File: src/design/u16u8_pkg.sv
// Shared types and constants for the UTF-16 to UTF-8 encoder.
`timescale 1ns / 1ps
package u16u8_pkg;

    localparam logic [15:0] HIGH_FIRST = 16'hD800;
    localparam logic [15:0] HIGH_LAST  = 16'hDBFF;
    localparam logic [15:0] LOW_FIRST  = 16'hDC00;
    localparam logic [15:0] LOW_LAST   = 16'hDFFF;

    localparam logic [15:0] LIMIT_1B = 16'h0080;
    localparam logic [15:0] LIMIT_2B = 16'h0800;

    localparam logic [7:0] LEAD_2B = 8'hC0;
    localparam logic [7:0] LEAD_3B = 8'hE0;
    localparam logic [7:0] LEAD_4B = 8'hF0;
    localparam logic [7:0] CONT_B  = 8'h80;

    // One encoded code point: up to four bytes, sent from index 0 to last_idx.
    typedef struct packed {
        logic [3:0][7:0] bytes;
        logic [1:0]      last_idx;
        logic            err;
    } t_group;

endpackage

File: src/design/u16u8_enc.sv
// Input register, surrogate pairing state and UTF-8 byte group encoder.
`timescale 1ns / 1ps
module u16u8_enc
    import u16u8_pkg::*;
(
    input  logic        i_clk,
    input  logic        i_rst_n,
    input  logic        i_valid,
    input  logic [15:0] i_code_unit,
    output logic        o_ready,
    output logic        o_grp_valid,
    output t_group      o_grp,
    input  logic        i_grp_ready
);

    logic        r_in_valid;
    logic [15:0] r_unit;
    logic        r_high_pending;
    logic [9:0]  r_held_high;

    logic        n_high_pending;
    logic [9:0]  n_held_high;
    logic        is_high;
    logic        is_low;
    logic        has_out;
    logic        advance;
    logic [4:0]  plane;
    logic [20:0] cp;
    t_group      grp;

    assign is_high = r_unit inside {[HIGH_FIRST:HIGH_LAST]};
    assign is_low  = r_unit inside {[LOW_FIRST:LOW_LAST]};

    // 0x10000 + (hb << 10 | lo): the add only touches bits 20:16
    assign plane = {1'b0, r_held_high[9:6]} + 5'd1;
    assign cp    = {plane, r_held_high[5:0], r_unit[9:0]};

    always_comb begin
        grp            = '0;
        has_out        = 1'b1;
        n_high_pending = r_high_pending;
        n_held_high    = r_held_high;
        if (r_high_pending) begin
            n_high_pending = 1'b0;
            n_held_high    = '0;
            if (!is_low) begin
                grp.err = 1'b1;
            end else begin
                grp.bytes[0] = LEAD_4B | {5'd0, cp[20:18]};
                grp.bytes[1] = CONT_B | {2'd0, cp[17:12]};
                grp.bytes[2] = CONT_B | {2'd0, cp[11:6]};
                grp.bytes[3] = CONT_B | {2'd0, cp[5:0]};
                grp.last_idx = 2'd3;
            end
        end else if (is_high) begin
            has_out        = 1'b0;
            n_high_pending = 1'b1;
            n_held_high    = r_unit[9:0];
        end else if (is_low) begin
            grp.err = 1'b1;
        end else if (r_unit < LIMIT_1B) begin
            grp.bytes[0] = r_unit[7:0];
        end else if (r_unit < LIMIT_2B) begin
            grp.bytes[0] = LEAD_2B | {3'd0, r_unit[10:6]};
            grp.bytes[1] = CONT_B | {2'd0, r_unit[5:0]};
            grp.last_idx = 2'd1;
        end else begin
            grp.bytes[0] = LEAD_3B | {4'd0, r_unit[15:12]};
            grp.bytes[1] = CONT_B | {2'd0, r_unit[11:6]};
            grp.bytes[2] = CONT_B | {2'd0, r_unit[5:0]};
            grp.last_idx = 2'd2;
        end
    end

    // a parked high surrogate leaves without waiting on the serializer
    assign advance     = r_in_valid && (!has_out || i_grp_ready);
    assign o_ready     = !r_in_valid || advance;
    assign o_grp_valid = r_in_valid && has_out;
    assign o_grp       = grp;

    always_ff @(posedge i_clk) begin
        if (!i_rst_n) begin
            r_in_valid     <= 1'b0;
            r_high_pending <= 1'b0;
            r_held_high    <= '0;
        end else begin
            if (o_ready) begin
                r_in_valid <= i_valid;
            end
            if (advance) begin
                r_high_pending <= n_high_pending;
                r_held_high    <= n_held_high;
            end
        end
    end

    always_ff @(posedge i_clk) begin
        if (i_valid && o_ready) begin
            r_unit <= i_code_unit;
        end
    end

    a_pending_cleared: assert property (@(posedge i_clk) disable iff (!i_rst_n)
        r_high_pending && advance |=> !r_high_pending)
        else $error("held high surrogate not released");

    a_err_single: assert property (@(posedge i_clk) disable iff (!i_rst_n)
        o_grp_valid && o_grp.err |-> o_grp.last_idx == 2'd0 && o_grp.bytes == '0)
        else $error("error group must be one zero byte");

endmodule

File: src/design/u16u8_ser.sv
// Result register that sends a byte group out one byte per request.
`timescale 1ns / 1ps
module u16u8_ser
    import u16u8_pkg::*;
(
    input  logic       i_clk,
    input  logic       i_rst_n,
    input  logic       i_grp_valid,
    input  t_group     i_grp,
    output logic       o_grp_ready,
    output logic       o_valid,
    output logic [7:0] o_out_byte,
    output logic       o_is_error,
    output logic       o_last,
    input  logic       i_ready
);

    logic       r_valid;
    t_group     r_grp;
    logic [1:0] r_idx;

    assign o_valid     = r_valid;
    assign o_out_byte  = r_grp.bytes[r_idx];
    assign o_is_error  = r_grp.err;
    assign o_last      = (r_idx == r_grp.last_idx);
    assign o_grp_ready = !r_valid || (i_ready && o_last);

    always_ff @(posedge i_clk) begin
        if (!i_rst_n) begin
            r_valid <= 1'b0;
            r_idx   <= '0;
        end else if (o_grp_ready) begin
            r_valid <= i_grp_valid;
            r_idx   <= '0;
        end else if (i_ready) begin
            r_idx <= r_idx + 2'd1;
        end
    end

    always_ff @(posedge i_clk) begin
        if (o_grp_ready && i_grp_valid) begin
            r_grp <= i_grp;
        end
    end

    a_err_result: assert property (@(posedge i_clk) disable iff (!i_rst_n)
        o_valid && o_is_error |-> o_last && o_out_byte == 8'd0)
        else $error("error result must be a single zero byte");

    a_group_continues: assert property (@(posedge i_clk) disable iff (!i_rst_n)
        o_valid && !o_last && i_ready |=> o_valid && r_idx == $past(r_idx) + 2'd1)
        else $error("byte group broken off early");

    a_cont_bytes: assert property (@(posedge i_clk) disable iff (!i_rst_n)
        o_valid && !o_is_error && r_idx != 2'd0 |-> o_out_byte[7:6] == 2'b10)
        else $error("trailing byte lacks continuation prefix");

endmodule

File: src/design/utf16_to_utf8_encoder.sv
// Top level of the UTF-16 to UTF-8 encoder.
`timescale 1ns / 1ps
// Usage
//   Input channel: i_valid / o_ready with one UTF-16 code unit in i_code_unit.
//   Output channel: o_valid / i_ready with one result per request:
//   o_out_byte (UTF-8 byte), o_is_error (bad surrogate sequence, byte is zero)
//   and o_last (final result of that code unit).
//   A high surrogate gives no result; it is parked and paired with the next
//   unit. A valid pair gives four bytes, a BMP unit one to three bytes, and a
//   lone low surrogate or a broken pair gives one error result.
// Flow: a unit taken into the input register is encoded from it and moves
//   into the output register when that is free; its first result is offered after it.
// Throughput: one request per cycle on both sides while i_ready stays high and
//   each unit yields at most one result; the output register sends one byte per
//   cycle, so a multi-byte unit holds it until its last byte is taken and the
//   input side backs up behind it. A high surrogate passes with no result.
// Reset: synchronous active-low i_rst_n empties both registers and drops any
//   parked high surrogate.
// Stall: with i_ready low the current byte holds; the input register still
//   takes units until it holds one with a result, and then o_ready goes low.
module utf16_to_utf8_encoder
    import u16u8_pkg::*;
(
    input  logic        i_clk,
    input  logic        i_rst_n,
    input  logic        i_valid,
    input  logic [15:0] i_code_unit,
    output logic        o_ready,
    output logic        o_valid,
    output logic [7:0]  o_out_byte,
    output logic        o_is_error,
    output logic        o_last,
    input  logic        i_ready
);

    logic   grp_valid;
    logic   grp_ready;
    t_group grp;

    // classify, pair surrogates and build the byte group
    u16u8_enc u_enc (
        .i_clk       (i_clk),
        .i_rst_n     (i_rst_n),
        .i_valid     (i_valid),
        .i_code_unit (i_code_unit),
        .o_ready     (o_ready),
        .o_grp_valid (grp_valid),
        .o_grp       (grp),
        .i_grp_ready (grp_ready)
    );

    // send the group out byte by byte
    u16u8_ser u_ser (
        .i_clk       (i_clk),
        .i_rst_n     (i_rst_n),
        .i_grp_valid (grp_valid),
        .i_grp       (grp),
        .o_grp_ready (grp_ready),
        .o_valid     (o_valid),
        .o_out_byte  (o_out_byte),
        .o_is_error  (o_is_error),
        .o_last      (o_last),
        .i_ready     (i_ready)
    );

endmodule

File: config.mk
export PLATFORM = sky130hd
export DESIGN_NAME = utf16_to_utf8_encoder
export DESIGN_NICKNAME = d
export VERILOG_FILES = /design/src/design/u16u8_pkg.sv /design/src/design/u16u8_enc.sv /design/src/design/u16u8_ser.sv /design/src/design/utf16_to_utf8_encoder.sv
export SDC_FILE = /design/constraint.sdc
export NUM_CORES = 1
export LEC_CHECK = 0
export BUFFER_PORTS_ARGS = -buffer_cell sky130_fd_sc_hd__clkbuf_2
export CAP_MARGIN = 5
export CORE_MARGIN = 5
export CORE_UTILIZATION = 40
export DETAILED_ROUTE_END_ITERATION = 7
export GPL_TIMING_DRIVEN = 0
export RECOVER_POWER = 100
export SLEW_MARGIN = 10
export SYNTH_ARGS = -nofsm -noshare
export SYNTH_HDL_FRONTEND = slang
export SYNTH_SLANG_ARGS = --single-unit
File: constraint.sdc
create_clock -name i_clk -period 3.6 [get_ports i_clk]
set_input_delay 0.54 -clock i_clk [delete_from_list [all_inputs] [get_ports i_clk]]
set_output_delay 0.54 -clock i_clk [all_outputs]
set_load 0.02 [all_outputs]
After elaboration in Yosys (flattened, before gate mapping)
Index checks and enable logic that the tools add are counted.
{"block": "op_classes", "magnitude_cmp": 7, "eq_ne": 1, "mux": 19, "reduce_logical": 17, "n_bitwise": 1, "addsub": 2}
{"operator": "$mux W27", "count": 2}
{"operator": "$mux W34", "count": 1}
{"operator": "$ge A16 B16 Y1 const B", "count": 2}
{"operator": "$le A16 B16 Y1 const B", "count": 2}
{"operator": "$mux W16", "count": 2}
{"operator": "$mux W26", "count": 1}
{"operator": "$mux W8", "count": 3}
{"operator": "$mux W10", "count": 2}
{"operator": "$bmux W8 S2", "count": 1}
{"operator": "$lt A16 B12 Y1 const B", "count": 1}
{"operator": "$lt A16 B8 Y1 const B", "count": 1}
{"operator": "$logic_and A1 B1 Y1", "count": 7}
{"operator": "$mux W1", "count": 6}
{"operator": "$add A4 B1 Y5 const B", "count": 1}
{"operator": "$reduce_and A2 Y1", "count": 2}
{"operator": "$logic_not A1 Y1", "count": 3}
{"operator": "$logic_or A1 B1 Y1", "count": 3}
{"operator": "$lt A2 B3 Y1 const B", "count": 1}
{"operator": "$add A2 B1 Y2 const B", "count": 1}
{"operator": "$eq A2 B2 Y1", "count": 1}
{"operator": "$mux W2", "count": 1}
{"operator": "$reduce_bool A2 Y1", "count": 1}
{"operator": "$reduce_or A2 Y1", "count": 1}
{"operator": "$not A1 Y1", "count": 1}
{"block": "totals", "reg_bits": 66, "output_inout_bits": 12, "input_bits": 20}

Depth between registers and ports, before layout
Gate-level depths: netlist (run 1).
{"block": "logic_depth", "depth_word": 9, "depth_mapped": 6, "ltp_nobuf": 5}

Modules after synthesis
Synthesis (run 1) repeated with hierarchy kept, for this count alone.
{"block": "hier_totals", "hier_cells": 210, "hier_area_um2": 2915.3}
{"module": "u16u8_enc", "instances": 1, "cells_per_inst": 149, "area_per_inst_um2": 1492.7}
{"module": "u16u8_ser", "instances": 1, "cells_per_inst": 61, "area_per_inst_um2": 1422.6}

Least setup slack after synthesis (run 1)
No wires, ideal clock.
{"block": "synth_timing", "kind": "flip-flop to flip-flop", "start": "register u_ser.r_idx[1]", "end": "register u_ser.r_grp, in the netlist u_ser.o_is_error (enable)", "t_arrival_ns": 2.256, "setup_time_ns": 0.421, "stages_incl_launch_ff": 5, "slack_ns": 0.923, "path_cell_list": "dfxtp_1 > buf_6 > xor2_2 > o31a_1 > nor2_1"}
{"block": "synth_between", "elab_chain_len": 4}
{"item": "start, declared", "line_no": "u16u8_ser.sv:20", "rtl": "logic [1:0] r_idx;"}
{"item": "start signal, assigned", "line_no": "u16u8_ser.sv:36", "rtl": "r_idx <= r_idx + 2'd1;"}
{"item": "$eq A2 B2 Y1", "line_no": "u16u8_ser.sv:25", "rtl": "assign o_last = (r_idx == r_grp.last_idx);"}
{"item": "$logic_and A1 B1 Y1", "line_no": "u16u8_ser.sv:26", "rtl": "assign o_grp_ready = !r_valid || (i_ready && o_last);"}
{"item": "$logic_or A1 B1 Y1", "line_no": "u16u8_ser.sv:26"}
{"item": "$logic_and A1 B1 Y1", "line_no": "u16u8_ser.sv:41", "rtl": "if (o_grp_ready && i_grp_valid) begin"}
{"item": "end signal, assigned", "line_no": "u16u8_ser.sv:42", "rtl": "r_grp <= i_grp;"}
{"item": "end, declared", "line_no": "u16u8_ser.sv:19", "rtl": "t_group r_grp;"}
Every way passes these cells.
A chain may end at the register's enable or synchronous reset.

Worst setup path after layout (run 1)
{"block": "layout_timing", "start": "register u_ser.r_idx[1]", "end": "register u_ser.r_grp[32] in the netlist's numbering (enable)"}
The elaborated chain is that of the path after synthesis.

==> results of run 1 <==
==> final timing paths <==
kind	startpoint	end	slack, ps
worst max register to register	u_ser.r_idx[1]	u_ser.r_grp[32]	760
worst max-delay path	u_ser.r_idx[1]	u_ser.r_grp[32]	760
worst min-delay path	i_code_unit[2]	u_enc.r_unit[2]	380
worst min register to register	u_enc.r_held_high[3]	u_enc.r_held_high[3]	530
==> registers in the layout, indices dropped and copies added (netlist names) <==
name and flops:
u_enc.r_held_high 10, u_enc.r_high_pending 1, u_enc.r_in_valid 1, u_enc.r_unit 16, u_ser.o_is_error 1, u_ser.o_valid 1
u_ser.r_grp 30, u_ser.r_idx 2
==> metrics by stage <==
step	area (sq um)	setup slack [ps]	power [mW]
6_report	3220	764	1.43
5_1_grt	3220	450	1.50
4_1_cts	3310	555	1.45
3_5_place_dp	3150	570	0.949
3_3_place_gp	3140	303	0.947
2_1_floorplan	2870	923	0.906
==> area by class of cell <==
| type | count | area [sq um] | share of cell area |
|---|---|---|---|
| Timing Repair Buffer | 31 | 141 | 0.0438 |
| Inverter | 9 | 33.8 | 0.0105 |
| Tap cell | 96 | 120 | 0.0373 |
| Sequential cell | 62 | 1710 | 0.531 |
| Multi-Input combinational cell | 138 | 1010 | 0.312 |
| Buffer | 9 | 50.0 | 0.0155 |
| Clock buffer | 14 | 153 | 0.0473 |
| Clock inverter | 2 | 8.76 | 0.00272 |
==> cell usage in the layout (no fill, tap or decap), types with 9 or more instances in the layout <==
| cell | count |
|---|---|
| edfxtp_1 | 47 |
| clkbuf_1 | 21 |
| clkbuf_2 | 20 |
| nand2_1 | 18 |
| a21oi_1 | 18 |
| dfxtp_1 | 15 |
| nor2_1 | 12 |
| o21ai_0 | 10 |
| clkbuf_8 | 10 |
| inv_1 | 9 |
==> per-layer routing <==
metal  GRT usage  vias to the layer above  part of all wire
met2       0.210                       58              0.45
met5           0                        -                 0
met3      0.0359                        8             0.038
met4      0.0733                        0             0.019
li1            -                      934                 -
met1       0.198                      873              0.49
==> cell families (layout without fill, tap and decap cells) <==
logic type | count (synthesis) | after routing | share of synthesized area
DFF | 62 | 62 | 0.597
buffers and inverters | 18 | 65 | 0.0367
AOI/OAI and AO/OA | 65 | 65 | 0.161
adders and majority gates | 1 | 1 | 0.00437
muxes | 10 | 10 | 0.0659
and+or+nand+nor | 55 | 55 | 0.110
xor gates and xnor gates | 7 | 7 | 0.0240
==> report_power, final <==
| part | leakage, nW | internal, mW | switching (mW) | total (mW) |
|---|---|---|---|---|
| clock network | 0.0821 | 0.266 | 0.240 | 0.507 |
| registers | 0.573 | 0.805 | 0.0244 | 0.829 |
| logic | 0.439 | 0.0387 | 0.0597 | 0.0984 |
==> impl_results.md, run 1 <==
- Slew HR: 0.0316
- Final Non-Filler Cells: 361
- Pwr Density: 445 nW/um^2
- Pin count of the biggest net entering global routing: 33
- CP arrival: 2770 ps
- # Max-Cap Violations: 0
- VDD IR-drop max: 249 uV
- Post-synth ARST share: 0
- WP buf/inv: 1
- Antenna fix cells: 0
- Num CTS Buffers: 9
- Root buffer cell: clkbuf_8
- Post-synth EDFFs: 47
- Hold_ws: 378 ps
- Top post-synthesis cells by count: edfxtp_1, a21oi_1, nand2_1
- I/O Buffers: 31
- Drt total wl: 5.85 mm
- Postcts setup bufs: 0
- Clock latency on the worst-skew pair: 330 ps
- Flops & latches, synth: 62
- Antenna Violating Nets Remaining: 0
- Static Leakage: 1.09 nW
- Share of layout cells above drive strength 1: 0.189
- Final Cycle Share: 0.788
- RePlAce Congestion: 0.868
- Fin. Hold Viols: 0
- CTS tree: done
- Mapped Area: 2870 sq um
- Core Area: 6870 sq um
- Area fraction of the dominant cell type after synthesis: 0.493
- Clock Sinks: 62
- R2R depth: 4
- Status: completed
- Critical path fanouts, max: 32
- Wire per inst: 16.2 um
- Fmax: 0.353 GHz
- Vias/cell: 5.19
- Hold WC Path Type: input port to flip-flop
- Post-CTS sizing: 0
- # IOs: 32
- First-pass GRT wire length: 9.57 mm
- CTS max path bufs: 2
- Worst Max-Slew Pin Slew: 1450 ps
- Leading area contributor after synthesis: edfxtp_1
- Cell family with most CP delay: simple AND/OR/NAND/NOR gates
- Placed cells: 345
- Die width: 94.6 um
- Post-CTS Hold Buffers: 0
- CP Class: flip-flop to flip-flop
- Antenna violations before repair: 0
- Yosys cell types: 49
- Clk slew on worst S/H paths: 60 ps
- Filler Cell Count: 641
- Most instantiated library cell after synthesis: edfxtp_1
- Clock Skew: 8.36 ps
- Unrepaired setup endpoints after global routing: false
- Die Y: 94.6 um
- Iter 0 DRT Violations: 183
- Setup-failing EPs final: 0
- Seq/Total Area, Yosys: 0.597
- Highest-delay cell along the critical path: nor2_2
- Yosys warnings: 0
- Critical Path Sink Type: flip-flop
- Synth Flop Type: edfxtp_1
- Number of global-route vias before repair: 1771
- CP max stage delay: 1100 ps
- DRC viols: 0
- Syn Inst Count: 218
- Total Nets Final: 281
- Hold depth: 1
- Syn nets: 239
- Max-slew violations: 0
- DR pass1 iterations: 5
- Area contributors post-synth: edfxtp_1, dfxtp_1, mux4_2, a21oi_1, nand2_1
- Grt ovf: 0
- Die area: 8960 sq um
- Total number of H-tree levels: 3
- Avg Synthesized Cell Area: 13.1 sq um
- Via count: 1873
- WP depth: 4
- Site Rows: 30
- Minimum clock period: 2840 ps
- Dpl hpwl: 4.26 mm
- CP cell instances: clkbuf_1 -> xor2_1 -> o31a_1 -> nor2_2
- Effective utilization at floorplan: 0.417
- Final core occ: 0.469
- Critical Path RT: 3530 ps
- GRT Overall Usage: 0.144
- Setup tns final: 0 ps
- Layout area overhead: 12.5%
- CP startpoint kind: flip-flop
(Power assumes the default switching activity.)
==> inputs of run 2 (changes only) <==
==> constraint.sdc (replaced) <==
create_clock -name i_clk -period 2.7 [get_ports i_clk]
set_input_delay 0.405 -clock i_clk [delete_from_list [all_inputs] [get_ports i_clk]]
set_output_delay 0.405 -clock i_clk [all_outputs]
set_load 0.02 [all_outputs]
==> run 2 against run 1 <==
Sequential share of layout area decreased by 0.29 points; sequential power increased by 33%; critical path depth increased by 1; combinational power increased by 35%; non-clock buffer count unchanged.
==> impl_results.md, run 2 (synthesis gave the netlist of run 1 again) <==
- Antenna violations before repair: 0
- Total number of H-tree levels: 3
- Wire per inst: 16.2 um
- Num CTS Buffers: 9
- Max-slew violations: 0
- Placed cells: 345
- Core Area: 6870 sq um
- Dpl hpwl: 4.26 mm
- Most Used Layer, Global Route: met2
- Met3 usage: 0.0359
- Final Non-Filler Cells: 361
- I/O Buffers: 31
- # Max-Cap Violations: 0
- Antenna fix cells: 0
- Die area: 8960 sq um
- Via count: 1882
- CP startpoint kind: flip-flop
- GRT Overall Usage: 0.144
- First-pass GRT wire length: 9.57 mm
- Commonest non-fill, non-tap cells in the layout: edfxtp_1, clkbuf_1, clkbuf_2
- Pwr Density: 591 nW/um^2
- Met1 Track Usage GR: 0.198
- Root buffer cell: clkbuf_8
- Critical path fanouts, max: 7
- RePlAce Congestion: 0.868
- Fin. Hold Viols: 0
- Fmax: 0.404 GHz
- Static Leakage: 1.12 nW
- Iter 0 DRT Violations: 170
- Clock Skew: 7.07 ps
- Final Cycle Share: 0.916
- Setup-failing EPs final: 0
- CTS tree: done
- Unrepaired setup endpoints after global routing: false
- R2R Setup Slk: 270 ps
- Grt ovf: 0
- Total Nets Final: 281
- Max reg flops: 30
- Share of layout cells above drive strength 1: 0.196
- Worst Max-Slew Pin Slew: 838 ps
- Minimum clock period: 2470 ps
- CP arrival: 2070 ps
- CP Class: flip-flop to output pin
- Pin count of the biggest net entering global routing: 33
- Postcts setup bufs: 0
- Number of global-route vias before repair: 1771
- Clk slew on worst S/H paths: 60 ps
- Status: completed
- Power consumption: 1.92 mW
- DRC viols: 0
- Critical Path RT: 2300 ps
- Clock latency on the worst-skew pair: 330 ps
- Effective utilization at floorplan: 0.417
- Routing usage on met2: 0.210
- VDD IR-drop max: 332 uV
- Slew HR: 0.440
- Vias/cell: 5.21
- Site Rows: 30
- Antenna Violating Nets Remaining: 0
- Layout area overhead: 13.1%
- Die width: 94.6 um
- Die Y: 94.6 um
- CTS max path bufs: 2
- Critical Path Sink Type: output pin
- Hold WC Path Type: input port to flip-flop
- Top reg by flops: u_ser.r_grp
- Clock Sinks: 62
- Leading registers by flop count: u_ser.r_grp (30), u_enc.r_unit (16), u_enc.r_held_high (10)
- Most common cell after layout, fill and taps aside: edfxtp_1
- Drt total wl: 5.86 mm
- DR pass1 iterations: 4
- # IOs: 32
run 2: what timing repair did:
action / 4_1_cts / 5_1_grt
endpoints found under the setup margin: 16 / 17
hold buffers: 0 / 0
gates resized for setup: 1 / 2
run 2: worst paths after layout:
check,startpoint,to,depth (start not counted)
min reg2reg,u_enc.r_held_high[3],u_enc.r_held_high[3],2
max reg2reg,u_enc.r_unit[10],u_enc.r_unit[11],4
max,u_enc.r_unit[10],o_ready,5
min,i_code_unit[2],u_enc.r_unit[2],1
run 2: where the power goes:
group / leakage [nW] / total, mW / switching (mW) / internal, mW
combinational: 0.468 / 0.133 / 0.0805 / 0.0523
clock: 0.0821 / 0.680 / 0.325 / 0.355
sequential: 0.573 / 1.10 / 0.0318 / 1.07
total: 1.12 / 1.92 / 0.437 / 1.48
run 2: area by class of cell:
type / instances / area, sq um
multi-input cells: 138 / 1020
clock buffers: 14 / 153
clock inverters: 2 / 8.76
plain buffers: 9 / 57.6
inverters: 9 / 33.8
fillers: 633 / 3630
well taps: 96 / 120
flip-flops and latches: 62 / 1710
repair buffers: 31 / 141
run 2: per-layer routing:
| metal | share of wire | up-vias | wire, um |
|---|---|---|---|
| li1 | - | 935 | - |
| met1 | 0.49 | 888 | 2850 |
| met2 | 0.45 | 49 | 2640 |
| met3 | 0.042 | 10 | 248 |
| met4 | 0.019 | 0 | 114 |
| met5 | 0 | - | 0 |
run 2: per-stage QoR:
| stage | setup TNS, ps | util | setup slack (ps) | hold slack, ps | cell area, sq um |
|---|---|---|---|---|---|
| detailed placement | -5270 | 0.458 | -330 | 527 | 3150 |
| global route | 0 | 0.472 | 86.2 | 220 | 3240 |
| floorplan | 0 | - | 23.1 | 492 | 2870 |
| CTS | 0 | 0.482 | 59.0 | 226 | 3310 |
| finish | 0 | 0.472 | 226 | 240 | 3240 |
| global placement | -18450 | 0.457 | -532 | 513 | 3140 |
run 2: worst max-delay path: stages, from the launching register on:
cell	delay [ps]
edfxtp_1	510
nand4bb_1	390
o21ai_1	400
nor2_1	140
inv_1	80
clkbuf_1	230
==> inputs of run 3 (changes only) <==
--- a/config.mk
+++ b/config.mk
@@ -7,7 +7,7 @@
 export LEC_CHECK = 0
 export BUFFER_PORTS_ARGS = -buffer_cell sky130_fd_sc_hd__clkbuf_2
 export CAP_MARGIN = 5
-export CORE_MARGIN = 5
+export CORE_MARGIN = 2
 export CORE_UTILIZATION = 40
 export DETAILED_ROUTE_END_ITERATION = 7
 export GPL_TIMING_DRIVEN = 0
==> run 3 against run 2 <==
Register-to-register slack gained 120 ps; hold slack better by 7.2 ps; wire length is 2.4% lower; clock skew up 1.5 ps; global-route usage is 2.0 points higher; power is 2.7% higher; sequential power about the same; cell count unchanged; combinational power hardly changed; critical path type unchanged; largest power group unchanged.
==> impl_results.md, run 3 (synthesis gave the netlist of run 1 again) <==
- Status: completed
- Antenna violations before repair: 0
- Hold_ws: 247 ps
- Worst setup slack after layout: 211 ps
- CP cell instances: nand4bb_1 -> o21ai_1 -> nor2_1 -> inv_1 -> clkbuf_2
- Total number of H-tree levels: 3
- Worst min-delay path startpoint: i_code_unit[0]
- Postcts setup bufs: 0
- Die Y: 88.6 um
- Die area: 7860 sq um
- Dpl hpwl: 4.14 mm
- Share of layout cells above drive strength 1: 0.211
- # Max-Cap Violations: 0
- Critical Path Sink Type: output pin
- Slew HR: 0.429
- CP Class: flip-flop to output pin
- Worst Max-Slew Pin Slew: 855 ps
- Wire per inst: 15.8 um
- Setup-failing EPs final: 0
- Setup tns final: 0 ps
- Minimum clock period: 2490 ps
- Clock Sinks: 62
- First-pass GRT wire length: 9.56 mm
- Vias/cell: 5.30
- WP buf/inv: 2
- Internal cell power: 1.53 mW
- Static Leakage: 1.14 nW
- Unrepaired setup endpoints after global routing: false
- Iter 0 DRT Violations: 172
- Net Sw Frac: 0.221
- Leading registers by flop count: u_ser.r_grp (30), u_enc.r_unit (16), u_enc.r_held_high (10)
- Die width: 88.6 um
- Core Area: 6870 sq um
- Power share of the sequential group: 0.562
- DR pass1 iterations: 4
- Antenna Violating Nets Remaining: 0
- Total Nets Final: 281
- I/O Buffers: 31
- Critical Path RT: 2300 ps
- Max-slew violations: 0
- Launch point of the worst path: u_enc.r_unit[10]
- Max reg flops: 30
- Clk slew on worst S/H paths: 60 ps
- Comb power frac: 0.068
- Highest-delay cell along the critical path: edfxtp_1
- Most common cell after layout, fill and taps aside: edfxtp_1
- Num CTS Buffers: 9
- Effective utilization at floorplan: 0.417
- Clock Skew: 8.61 ps
- DRC viols: 0
- Grt ovf: 0
- CP arrival: 2080 ps
- CP max stage delay: 500 ps
- Final Cycle Share: 0.922
- VDD IR-drop max: 362 uV
- Fmax: 0.402 GHz
- Clock power frac: 0.370
- CTS max path bufs: 2
- Root buffer cell: clkbuf_8
- RePlAce Congestion: 0.883
- Placed instance area: 3150 sq um
- Antenna fix cells: 0
- Clock latency on the worst-skew pair: 330 ps
- Fin area: 3280 sq um
- Cell family with most CP delay: simple AND/OR/NAND/NOR gates
- Site Rows: 30
- Number of global-route vias before repair: 1872
- Layout area overhead: 14.3%
- Drt total wl: 5.72 mm
- Pin count of the biggest net entering global routing: 33
- Post-CTS Hold Buffers: 0
- CP startpoint kind: flip-flop
- P_sw: 0.435 mW
- CTS tree: done
- Critical path fanouts, max: 7
- Via count: 1915
- Commonest non-fill, non-tap cells in the layout: edfxtp_1, clkbuf_2, clkbuf_1, nand2_1, a21oi_1
- Fin. Hold Viols: 0
- Power consumption: 1.97 mW
- GRT Overall Usage: 0.164
- Pwr Density: 601 nW/um^2
- DP Worst Slack: -272 ps
- Crit Reg-Reg Startpoint: u_enc.r_unit[15]
- Top reg by flops: u_ser.r_grp
- Hold WC Path Type: input port to flip-flop
- # IOs: 32
[run 3: metal layers]
metal,vias to the layer above,GRT usage,wire [um]
li1,924,-,-
met3,10,0.0336,273
met5,-,0,0
met1,919,0.230,2710
met4,0,0.0868,115
met2,62,0.240,2610
[run 3: area by class of cell]
type                    count  area [sq um]
flip-flops and latches     62          1710
multi-input cells         138          1040
well taps                  96           120
clock inverters             1          3.75
plain buffers               9          51.3
clock buffers              15           176
inverters                   9          33.8
fillers                   635          3590
repair buffers             31           143
[run 3: timing repair]
item | 4_1_cts | 5_1_grt
gates cloned | 0 | 0
endpoints found under the hold margin | 0 | 0
gates resized for setup | 1 | 2
setup endpoints to repair | 16 | 17
[run 3: metrics by stage]
stage          cells   util
3_3_place_gp     345  0.457
4_1_cts          361  0.485
3_5_place_dp     345  0.458
5_1_grt          361  0.477
2_1_floorplan    218      -
6_report         361  0.477
[run 3: path summary, 6_finish.rpt]
path                               end  slack (ps)  cells after the start
hold / removal         u_enc.r_unit[0]         250                      1
hold reg to reg   u_enc.r_held_high[3]         530                      2
setup / recovery               o_ready         210                      5
setup reg to reg       u_ser.r_grp[15]         390                      5
[run 3: power by group through the flow]
stage	combinational (mW)	clock, mW	sequential (mW)
finish	0.134	0.729	1.10
global route	0.150	0.789	1.11
CTS	0.139	0.738	1.11
detailed placement	0.139	0	1.13
global placement	0.134	0	1.13
floorplan	0.0916	0	1.12
